==> src/u8d_pkg.sv <==
// ============================================================================
// u8d_pkg
// Shared types and constants of the UTF-8 stream decoder: the result word, the
// group of results that the decoder pushes for one input byte, and the sizes
// of the result queue.
// ============================================================================

package u8d_pkg;

    localparam int CODE_W     = 21;
    localparam int BYTE_W     = 8;
    localparam int LEN_W      = 3;
    localparam int SEEN_W     = 2;
    localparam int FIFO_DEPTH = 4;
    localparam int FIFO_PTR_W = $clog2(FIFO_DEPTH);
    localparam int FIFO_CNT_W = $clog2(FIFO_DEPTH + 1);

    localparam logic [CODE_W-1:0] REPL_RESET   = 21'h00FFFD;
    localparam logic [CODE_W-1:0] MAX_SCALAR   = 21'h10FFFF;
    localparam logic [CODE_W-1:0] SURR_LOW     = 21'h00D800;
    localparam logic [CODE_W-1:0] SURR_HIGH    = 21'h00DFFF;
    localparam logic [CODE_W-1:0] MIN_SCALAR_2 = 21'h000080;
    localparam logic [CODE_W-1:0] MIN_SCALAR_3 = 21'h000800;
    localparam logic [CODE_W-1:0] MIN_SCALAR_4 = 21'h010000;

    localparam logic [LEN_W-1:0] SEQ_NONE = 3'd0;
    localparam logic [LEN_W-1:0] SEQ_LEN2 = 3'd2;
    localparam logic [LEN_W-1:0] SEQ_LEN3 = 3'd3;
    localparam logic [LEN_W-1:0] SEQ_LEN4 = 3'd4;

    typedef struct packed {
        logic [CODE_W-1:0] code_point;
        logic              is_replacement;
        logic              last_of_run;
    } result_t;

    typedef struct packed {
        logic [1:0] count;
        result_t    first;
        result_t    second;
    } dec_push_t;

endpackage

==> src/utf8_stream_decoder.sv <==
// ============================================================================
// utf8_stream_decoder
// UTF-8 decoder with replacement of malformed input, one byte per word.
// ============================================================================
// The block takes one byte per cycle unless byte_stall is high and gives one
// result word per cycle unless result_stall is high. A byte enters an input
// register and is decoded from it into zero, one or two results, which wait in
// a four-word result queue; the decoder stalls the input only while that queue
// holds more than two words, so a byte that yields one result passes at full
// rate. The result queue is registered, and its head word is presented on the
// output. The replacement code register resets to U+FFFD and is written
// through cfg_write and cfg_data.

module utf8_stream_decoder (
    input  logic                          clk,
    input  logic                          rst_n,
    input  logic                          cfg_write,
    input  logic [u8d_pkg::CODE_W-1:0]    cfg_data,
    input  logic                          byte_valid,
    output logic                          byte_stall,
    input  logic [u8d_pkg::BYTE_W-1:0]    data_byte,
    input  logic                          end_of_input,
    output logic                          result_valid,
    input  logic                          result_stall,
    output logic [u8d_pkg::CODE_W-1:0]    code_point,
    output logic                          is_replacement,
    output logic                          last_of_run
);

    logic [u8d_pkg::CODE_W-1:0]    repl_code_reg;
    u8d_pkg::dec_push_t            push;
    u8d_pkg::result_t              head;
    logic                          queue_room;

    always_ff @(posedge clk or negedge rst_n)
    begin
        if (!rst_n)
            repl_code_reg <= u8d_pkg::REPL_RESET;
        else if (cfg_write)
            repl_code_reg <= cfg_data;
    end

    u8d_decode u_decode (
        .clk          (clk),
        .rst_n        (rst_n),
        .byte_valid   (byte_valid),
        .byte_stall   (byte_stall),
        .data_byte    (data_byte),
        .end_of_input (end_of_input),
        .repl_code    (repl_code_reg),
        .queue_room   (queue_room),
        .push         (push)
    );

    u8d_result_fifo u_fifo (
        .clk          (clk),
        .rst_n        (rst_n),
        .push         (push),
        .room         (queue_room),
        .result_valid (result_valid),
        .result_stall (result_stall),
        .head         (head)
    );

    assign code_point     = head.code_point;
    assign is_replacement = head.is_replacement;
    assign last_of_run    = head.last_of_run;

endmodule

==> src/u8d_decode.sv <==
// ============================================================================
// u8d_decode
// Input register and decoder state. Each registered byte is decoded into
// zero, one or two results, which are pushed into the result queue when the
// queue has room for two.
// ============================================================================

module u8d_decode (
    input  logic                          clk,
    input  logic                          rst_n,
    input  logic                          byte_valid,
    output logic                          byte_stall,
    input  logic [u8d_pkg::BYTE_W-1:0]    data_byte,
    input  logic                          end_of_input,
    input  logic [u8d_pkg::CODE_W-1:0]    repl_code,
    input  logic                          queue_room,
    output u8d_pkg::dec_push_t            push
);

    typedef struct packed {
        logic                         emit;
        u8d_pkg::result_t             res;
        logic [u8d_pkg::LEN_W-1:0]    len;
        logic [u8d_pkg::CODE_W-1:0]   partial;
    } lead_t;

    logic                          in_valid_reg;
    logic [u8d_pkg::BYTE_W-1:0]    byte_reg;
    logic                          eoi_reg;
    logic [u8d_pkg::LEN_W-1:0]     exp_len_reg;
    logic [u8d_pkg::LEN_W-1:0]     exp_len_next;
    logic [u8d_pkg::SEEN_W-1:0]    seen_reg;
    logic [u8d_pkg::SEEN_W-1:0]    seen_next;
    logic [u8d_pkg::CODE_W-1:0]    partial_reg;
    logic [u8d_pkg::CODE_W-1:0]    partial_next;
    logic                          consume;
    logic                          accept;
    lead_t                         lead;
    logic [u8d_pkg::LEN_W-1:0]     seen_inc;
    logic [u8d_pkg::CODE_W-1:0]    partial_cont;
    logic                          legal;
    u8d_pkg::result_t              repl_res;

    function automatic lead_t lead_decode(
        input logic [u8d_pkg::BYTE_W-1:0]  b,
        input logic                        last,
        input logic [u8d_pkg::CODE_W-1:0]  repl
    );
        lead_t s;
        s.emit               = 1'b0;
        s.res.code_point     = repl;
        s.res.is_replacement = 1'b1;
        s.res.last_of_run    = 1'b1;
        s.len                = u8d_pkg::SEQ_NONE;
        s.partial            = '0;
        if (b[7] == 1'b0)
        begin
            s.emit               = 1'b1;
            s.res.code_point     = {13'd0, b};
            s.res.is_replacement = 1'b0;
        end
        else if (b[7:5] == 3'b110)
        begin
            s.len     = u8d_pkg::SEQ_LEN2;
            s.partial = {16'd0, b[4:0]};
        end
        else if (b[7:4] == 4'b1110)
        begin
            s.len     = u8d_pkg::SEQ_LEN3;
            s.partial = {17'd0, b[3:0]};
        end
        else if (b[7:3] == 5'b11110)
        begin
            s.len     = u8d_pkg::SEQ_LEN4;
            s.partial = {18'd0, b[2:0]};
        end
        else
        begin
            s.emit = 1'b1;
        end
        if ((s.len != u8d_pkg::SEQ_NONE) && last)
        begin
            s.emit    = 1'b1;
            s.len     = u8d_pkg::SEQ_NONE;
            s.partial = '0;
        end
        return s;
    endfunction

    assign consume    = in_valid_reg && queue_room;
    assign byte_stall = in_valid_reg && !queue_room;
    assign accept     = byte_valid && !byte_stall;

    assign lead         = lead_decode(byte_reg, eoi_reg, repl_code);
    assign seen_inc     = {1'b0, seen_reg} + 3'd1;
    assign partial_cont = {partial_reg[14:0], byte_reg[5:0]};

    assign repl_res.code_point     = repl_code;
    assign repl_res.is_replacement = 1'b1;
    assign repl_res.last_of_run    = 1'b1;

    always_comb
    begin
        legal = 1'b1;
        if (partial_cont > u8d_pkg::MAX_SCALAR)
            legal = 1'b0;
        if ((partial_cont >= u8d_pkg::SURR_LOW) && (partial_cont <= u8d_pkg::SURR_HIGH))
            legal = 1'b0;
        if ((exp_len_reg == u8d_pkg::SEQ_LEN2) && (partial_cont < u8d_pkg::MIN_SCALAR_2))
            legal = 1'b0;
        if ((exp_len_reg == u8d_pkg::SEQ_LEN3) && (partial_cont < u8d_pkg::MIN_SCALAR_3))
            legal = 1'b0;
        if ((exp_len_reg == u8d_pkg::SEQ_LEN4) && (partial_cont < u8d_pkg::MIN_SCALAR_4))
            legal = 1'b0;
    end

    always_comb
    begin
        exp_len_next = exp_len_reg;
        seen_next    = seen_reg;
        partial_next = partial_reg;
        push.count   = 2'd0;
        push.first   = repl_res;
        push.second  = repl_res;
        if (consume)
        begin
            if (exp_len_reg != u8d_pkg::SEQ_NONE)
            begin
                if (byte_reg[7:6] == 2'b10)
                begin
                    if (seen_inc >= exp_len_reg)
                    begin
                        push.count = 2'd1;
                        if (legal)
                        begin
                            push.first.code_point     = partial_cont;
                            push.first.is_replacement = 1'b0;
                        end
                        exp_len_next = u8d_pkg::SEQ_NONE;
                        seen_next    = '0;
                        partial_next = '0;
                    end
                    else if (eoi_reg)
                    begin
                        push.count   = 2'd1;
                        exp_len_next = u8d_pkg::SEQ_NONE;
                        seen_next    = '0;
                        partial_next = '0;
                    end
                    else
                    begin
                        seen_next    = seen_inc[u8d_pkg::SEEN_W-1:0];
                        partial_next = partial_cont;
                    end
                end
                else
                begin
                    push.count   = 2'd1;
                    exp_len_next = lead.len;
                    seen_next    = (lead.len != u8d_pkg::SEQ_NONE) ? 2'd1 : 2'd0;
                    partial_next = lead.partial;
                    if (lead.emit)
                    begin
                        push.count             = 2'd2;
                        push.first.last_of_run = 1'b0;
                        push.second            = lead.res;
                    end
                end
            end
            else
            begin
                exp_len_next = lead.len;
                seen_next    = (lead.len != u8d_pkg::SEQ_NONE) ? 2'd1 : 2'd0;
                partial_next = lead.partial;
                if (lead.emit)
                begin
                    push.count = 2'd1;
                    push.first = lead.res;
                end
            end
        end
    end

    always_ff @(posedge clk or negedge rst_n)
    begin
        if (!rst_n)
        begin
            in_valid_reg <= 1'b0;
            exp_len_reg  <= u8d_pkg::SEQ_NONE;
            seen_reg     <= '0;
            partial_reg  <= '0;
        end
        else
        begin
            if (accept)
                in_valid_reg <= 1'b1;
            else if (consume)
                in_valid_reg <= 1'b0;
            exp_len_reg <= exp_len_next;
            seen_reg    <= seen_next;
            partial_reg <= partial_next;
        end
    end

    always_ff @(posedge clk)
    begin
        if (accept)
        begin
            byte_reg <= data_byte;
            eoi_reg  <= end_of_input;
        end
    end

`ifndef ASSERT_OFF
    a_idle_seen_zero : assert property (@(posedge clk) disable iff (!rst_n)
        (exp_len_reg == u8d_pkg::SEQ_NONE) |-> (seen_reg == 2'd0))
        else $error("Byte count held with no sequence pending.");

    a_pending_in_range : assert property (@(posedge clk) disable iff (!rst_n)
        (exp_len_reg != u8d_pkg::SEQ_NONE) |->
            ((seen_reg != 2'd0) && ({1'b0, seen_reg} < exp_len_reg)))
        else $error("Pending sequence has an impossible byte count.");

    a_second_needs_break : assert property (@(posedge clk) disable iff (!rst_n)
        (push.count == 2'd2) |->
            (($past(exp_len_next) == exp_len_reg) && push.first.is_replacement))
        else $error("Two results pushed without a broken sequence.");
`endif

endmodule

==> src/u8d_result_fifo.sv <==
// ============================================================================
// u8d_result_fifo
// Small result queue. It takes up to two results a cycle from the decoder and
// hands out one word a cycle on the output channel while result_stall is low.
// ============================================================================

module u8d_result_fifo (
    input  logic                                clk,
    input  logic                                rst_n,
    input  u8d_pkg::dec_push_t                  push,
    output logic                                room,
    output logic                                result_valid,
    input  logic                                result_stall,
    output u8d_pkg::result_t                    head
);

    u8d_pkg::result_t                  mem [u8d_pkg::FIFO_DEPTH];
    logic [u8d_pkg::FIFO_PTR_W-1:0]    wr_ptr_reg;
    logic [u8d_pkg::FIFO_PTR_W-1:0]    wr_ptr_next;
    logic [u8d_pkg::FIFO_PTR_W-1:0]    wr_ptr_plus1;
    logic [u8d_pkg::FIFO_PTR_W-1:0]    rd_ptr_reg;
    logic [u8d_pkg::FIFO_PTR_W-1:0]    rd_ptr_next;
    logic [u8d_pkg::FIFO_CNT_W-1:0]    count_reg;
    logic [u8d_pkg::FIFO_CNT_W-1:0]    count_next;
    logic                              pop;

    assign pop          = result_valid && !result_stall;
    assign result_valid = (count_reg != '0);
    assign head         = mem[rd_ptr_reg];
    assign room         = (count_reg <= u8d_pkg::FIFO_CNT_W'(u8d_pkg::FIFO_DEPTH - 2));
    assign wr_ptr_plus1 = wr_ptr_reg + 1'b1;

    always_comb
    begin
        wr_ptr_next = wr_ptr_reg + u8d_pkg::FIFO_PTR_W'(push.count);
        rd_ptr_next = rd_ptr_reg + u8d_pkg::FIFO_PTR_W'(pop);
        count_next  = count_reg + u8d_pkg::FIFO_CNT_W'(push.count)
                      - u8d_pkg::FIFO_CNT_W'(pop);
    end

    always_ff @(posedge clk or negedge rst_n)
    begin
        if (!rst_n)
        begin
            wr_ptr_reg <= '0;
            rd_ptr_reg <= '0;
            count_reg  <= '0;
        end
        else
        begin
            wr_ptr_reg <= wr_ptr_next;
            rd_ptr_reg <= rd_ptr_next;
            count_reg  <= count_next;
        end
    end

    always_ff @(posedge clk)
    begin
        if (push.count != 2'd0)
            mem[wr_ptr_reg] <= push.first;
        if (push.count == 2'd2)
            mem[wr_ptr_plus1] <= push.second;
    end

`ifndef ASSERT_OFF
    a_no_overflow : assert property (@(posedge clk) disable iff (!rst_n)
        (push.count != 2'd0) |->
            (({1'b0, count_reg} + {2'b00, push.count}) <= (u8d_pkg::FIFO_CNT_W + 1)'(
                u8d_pkg::FIFO_DEPTH)))
        else $error("Result queue overflow.");

    a_ptr_spacing : assert property (@(posedge clk) disable iff (!rst_n)
        (count_reg != u8d_pkg::FIFO_CNT_W'(u8d_pkg::FIFO_DEPTH)) |->
            ((wr_ptr_reg - rd_ptr_reg) == count_reg[u8d_pkg::FIFO_PTR_W-1:0]))
        else $error("Queue pointers disagree with the fill count.");

    a_head_held : assert property (@(posedge clk) disable iff (!rst_n)
        (result_valid && result_stall) |=> (result_valid && $stable(head)))
        else $error("Result word changed while stalled.");
`endif

endmodule
==> config.mk <==
export PLATFORM = sky130hd
export DESIGN_NAME = utf8_stream_decoder
export DESIGN_NICKNAME = d
export VERILOG_FILES = /design/src/u8d_pkg.sv /design/src/utf8_stream_decoder.sv /design/src/u8d_decode.sv /design/src/u8d_result_fifo.sv
export SDC_FILE = /design/constraint.sdc
export NUM_CORES = 1
export LEC_CHECK = 0
export BUFFER_PORTS_ARGS = -buffer_cell sky130_fd_sc_hd__buf_2
export CORE_AREA = 2 2 134 103
export CTS_CLUSTER_SIZE = 8
export DETAILED_ROUTE_END_ITERATION = 6
export DIE_AREA = 0 0 136 105
export PLACE_DENSITY = 0.79
export SLEW_MARGIN = 20
export SYNTH_ARGS = -nofsm -noshare
export SYNTH_HDL_FRONTEND = slang
export SYNTH_SLANG_ARGS = --single-unit
export TNS_END_PERCENT = 30
==> constraint.sdc <==
create_clock -name clk -period 3.5 [get_ports clk]
set_input_delay 0 -clock clk [delete_from_list [all_inputs] [get_ports clk]]
set_output_delay 0 -clock clk [all_outputs]
set_load 0.01 [all_outputs]
==> flow_metrics.env <==
export IMPL_wl_met3_um=2790
export IMPL_syn2layout_area_growth_pct=19.0
export IMPL_place_gp_congestion=0.993
export IMPL_synthFlopType="edfxtp_1"
export IMPL_grt_pass1_wl_um=33100
export IMPL_topRoutingLayerUsed="met4"
export IMPL_wl_met1_um=8100
export IMPL_synth_seq_cells=150
export IMPL_grt_ovfl_total=0
export IMPL_synthCells=613
export IMPL_synth_edff_count=97
export IMPL_worstPathRequired_ps=3750
export IMPL_setup_viol=0
export IMPL_ys_seq_area_share_pct=55.3
export IMPL_die_y_um=105
export IMPL_nets=745
export IMPL_synthSimpleGateAreaFrac_pct=10.9
export IMPL_port_buffers=59
export IMPL_track_usage_pct=31.2
export IMPL_syn_num_nets=658
export IMPL_start_kind="flip-flop"
export IMPL_netSwitchingFraction_pct=36.8
export IMPL_comb_power_share_pct=37.1
export IMPL_hold_viol=0
export IMPL_criticalPathCategory="reg2reg"
export IMPL_cts_tree="done"
export IMPL_status="completed"
export IMPL_diodes=0
export IMPL_largest_reg_flops=92
export IMPL_crit_chain="ha_1 -> ha_1 -> nand2_1 -> o21ai_0 -> buf_4 -> and3_1 -> nor2b_1 -> a221oi_1 -> o2bb2ai_1"
export IMPL_seqPwrFrac_pct=37.7
export IMPL_path_delay_family="simple AND/OR/NAND/NOR gates"
export IMPL_ir_worst_vdd_mv=0.737
export IMPL_p_clk_share_pct=25.2
export IMPL_ctsLongestPathBuffers=2
export IMPL_internal_power_uw=4690
export IMPL_slew_violations=0
export IMPL_grt_pass1_vias=6002
export IMPL_switching_power_uw=2730
export IMPL_final_period_utilization_pct=93.1
export IMPL_max_slew_margin_pct=38.6
export IMPL_fmax_mhz=307
export IMPL_cpMostUsedCell="ha_1"
export IMPL_cts_resized=0
export IMPL_slowest_delay_ps=640
export IMPL_synth_top_area_share_pct=38.0
export IMPL_synth_area_per_cell_um2=12.5
export IMPL_design_die_area_mm2=0.0143
export IMPL_synth_fa_ha_area_share_pct=1.73
export IMPL_hp_class="in2reg"
export IMPL_drt_first_pass_iters=5
export IMPL_grt_max_degree=61
export IMPL_hold_path_depth=3
export IMPL_viasPerCell=6.78
export IMPL_power_density_mw_per_mm2=814
export IMPL_synthXorXnorAreaFrac_pct=0.571
export IMPL_antenna_found_initial=0
export IMPL_max_cap_violations=0
export IMPL_synthMuxAreaShare_pct=11.8
export IMPL_worstMarginPinSlew_ps=921
export IMPL_cts_made_buffers=17
export IMPL_path_depth=9
export IMPL_ant_nets=0
export IMPL_ioPinCount=60
export IMPL_synth_top_cells_by_area="edfxtp_1, dfrtp_1, mux4_2, o2bb2ai_1, dfstp_2"
export IMPL_leakage_uw=0.00337
export IMPL_rsz0062_at_grt="no"
export IMPL_dp_hpwl_um=13900
export IMPL_route_met2_wl_um=9440
export IMPL_synth_distinct_cells=63
export IMPL_routed_wl_um=20900
export IMPL_crit_path_top_delay_cell="nor2b_1"
export IMPL_r2r_cells=9
export IMPL_placementRows=36
export IMPL_drive_above_1_share_pct=28.1
export IMPL_routedWlPerCell_um=23.6
export IMPL_yosysMostFrequentCell="edfxtp_1"
export IMPL_start_util_pct=59.5
export IMPL_synth_compound_area_share_pct=16.2
export IMPL_nFillCells=875
export IMPL_root_buffer="clkbuf_16"
export IMPL_tns_ps=0
export IMPL_drc=0
export IMPL_crit_fanout=11
export IMPL_drt_iter0_drc=851
export IMPL_placeableCoreArea_mm2=0.0129
export IMPL_ys_top_cells_by_count="edfxtp_1, nand2_1, o2bb2ai_1, nand3_1, dfrtp_1"
export IMPL_cts_sinks=150
export IMPL_crit_buf_inv=1
export IMPL_fin_crit_ps=3260
export IMPL_synth_top_family_by_area="compound AO/OA/AOI/OAI gates"
export IMPL_crit_path_end_kind="flip-flop"
export IMPL_synth_top_area_cell="edfxtp_1"
export IMPL_synthArstFlopShare_pct=32.7
export IMPL_yosys_warnings=0
export IMPL_skew_ps=7.77
export IMPL_die_w_um=136
export IMPL_syn_area_mm2=0.00766
export IMPL_clock_latency_ps=430
export IMPL_postLayoutCoreUtil_pct=70.8
export IMPL_htree_levels=4
export IMPL_clk_pin_slew_ps=60
export IMPL_vias=5992
export IMPL_crit_arrival_ps=3510
## area by class of cell
| type | count | area [um^2] | area share, % |
|---|---|---|---|
| clock inverters | 9 | 121 | 1.33 |
| clock buffers | 23 | 479 | 5.26 |
| repair buffers | 121 | 856 | 9.39 |
| inverters | 13 | 48.8 | 0.535 |
| multi-input cells | 397 | 3160 | 34.7 |
| flip-flops and latches | 150 | 4240 | 46.5 |
| well taps | 171 | 214 | 2.35 |
## routing by layer
metal	vias up	GRT usage (%)
met2	447	45.7
met3	56	10.0
met4	0	10.9
met5	-	0
li1	2582	-
met1	2907	43.9
## worst paths after layout
check                                     startpoint                  endpoint  slack (ps)
worst max-delay path            u_decode.seen_reg[0]         u_fifo.mem[3][14]         240
worst min-delay path                    result_stall      u_fifo.rd_ptr_reg[0]          90
worst max register to register  u_decode.seen_reg[0]         u_fifo.mem[3][14]         240
worst min register to register      u_fifo.mem[3][0]          u_fifo.mem[3][0]         480
max in group asynchronous                      rst_n      u_fifo.rd_ptr_reg[1]        2900
min in group asynchronous                      rst_n  u_decode.partial_reg[11]         140
## kinds of logic after synthesis
logic type      after synthesis
simple gates                175
flops                       150
buf+inv                      66
xor+xnor                      5
fa+ha+maj                    10
compound gates              149
mux                          58
## tightest hold or removal path, cell delays in order
cell     delay, ps
buf_2           80
nor2b_1         90
ha_1           300
## timing repair
item / CTS / global route
setup buffers: 0 / 0
hold buffers: 32 / 0
endpoints found under the hold margin: 65 / 0
## stage by stage
stage                     total power [uW]  instances  instance area [um^2]  hold WS, ps  setup WS [ps]
after floorplan                       4490        613                  7660         -296            395
final                                 7420        884                  9120         87.0            240
after global routing                  7760        884                  9120         75.3           95.1
after global placement                5330        820                  8190          177            571
after detailed placement              5470        820                  8190          178            405
after CTS                             7370        884                  9110         58.3            340
## power by group through the flow
stage	Sequential, uW	Combinational [uW]	Clock [uW]
floorplan	2560	1930	0
global placement	2780	2560	0
detailed placement	2810	2660	0
CTS	2780	2710	1880
global route	2840	2960	1960
finish	2800	2760	1870
## cells in the final DEF (no fill, tap or decap), types with 19 or more instances in the layout
cell type	n
o311ai_1	22
o2bb2ai_1	52
nand3_1	36
dlygate4sd3_1	32
mux2_2	29
dfrtp_1	33
edfxtp_1	97
mux4_2	23
nand2_1	83
buf_2	58
o21ai_0	19
buf_4	30
No activity file was read; power rests on OpenSTA's default activity.
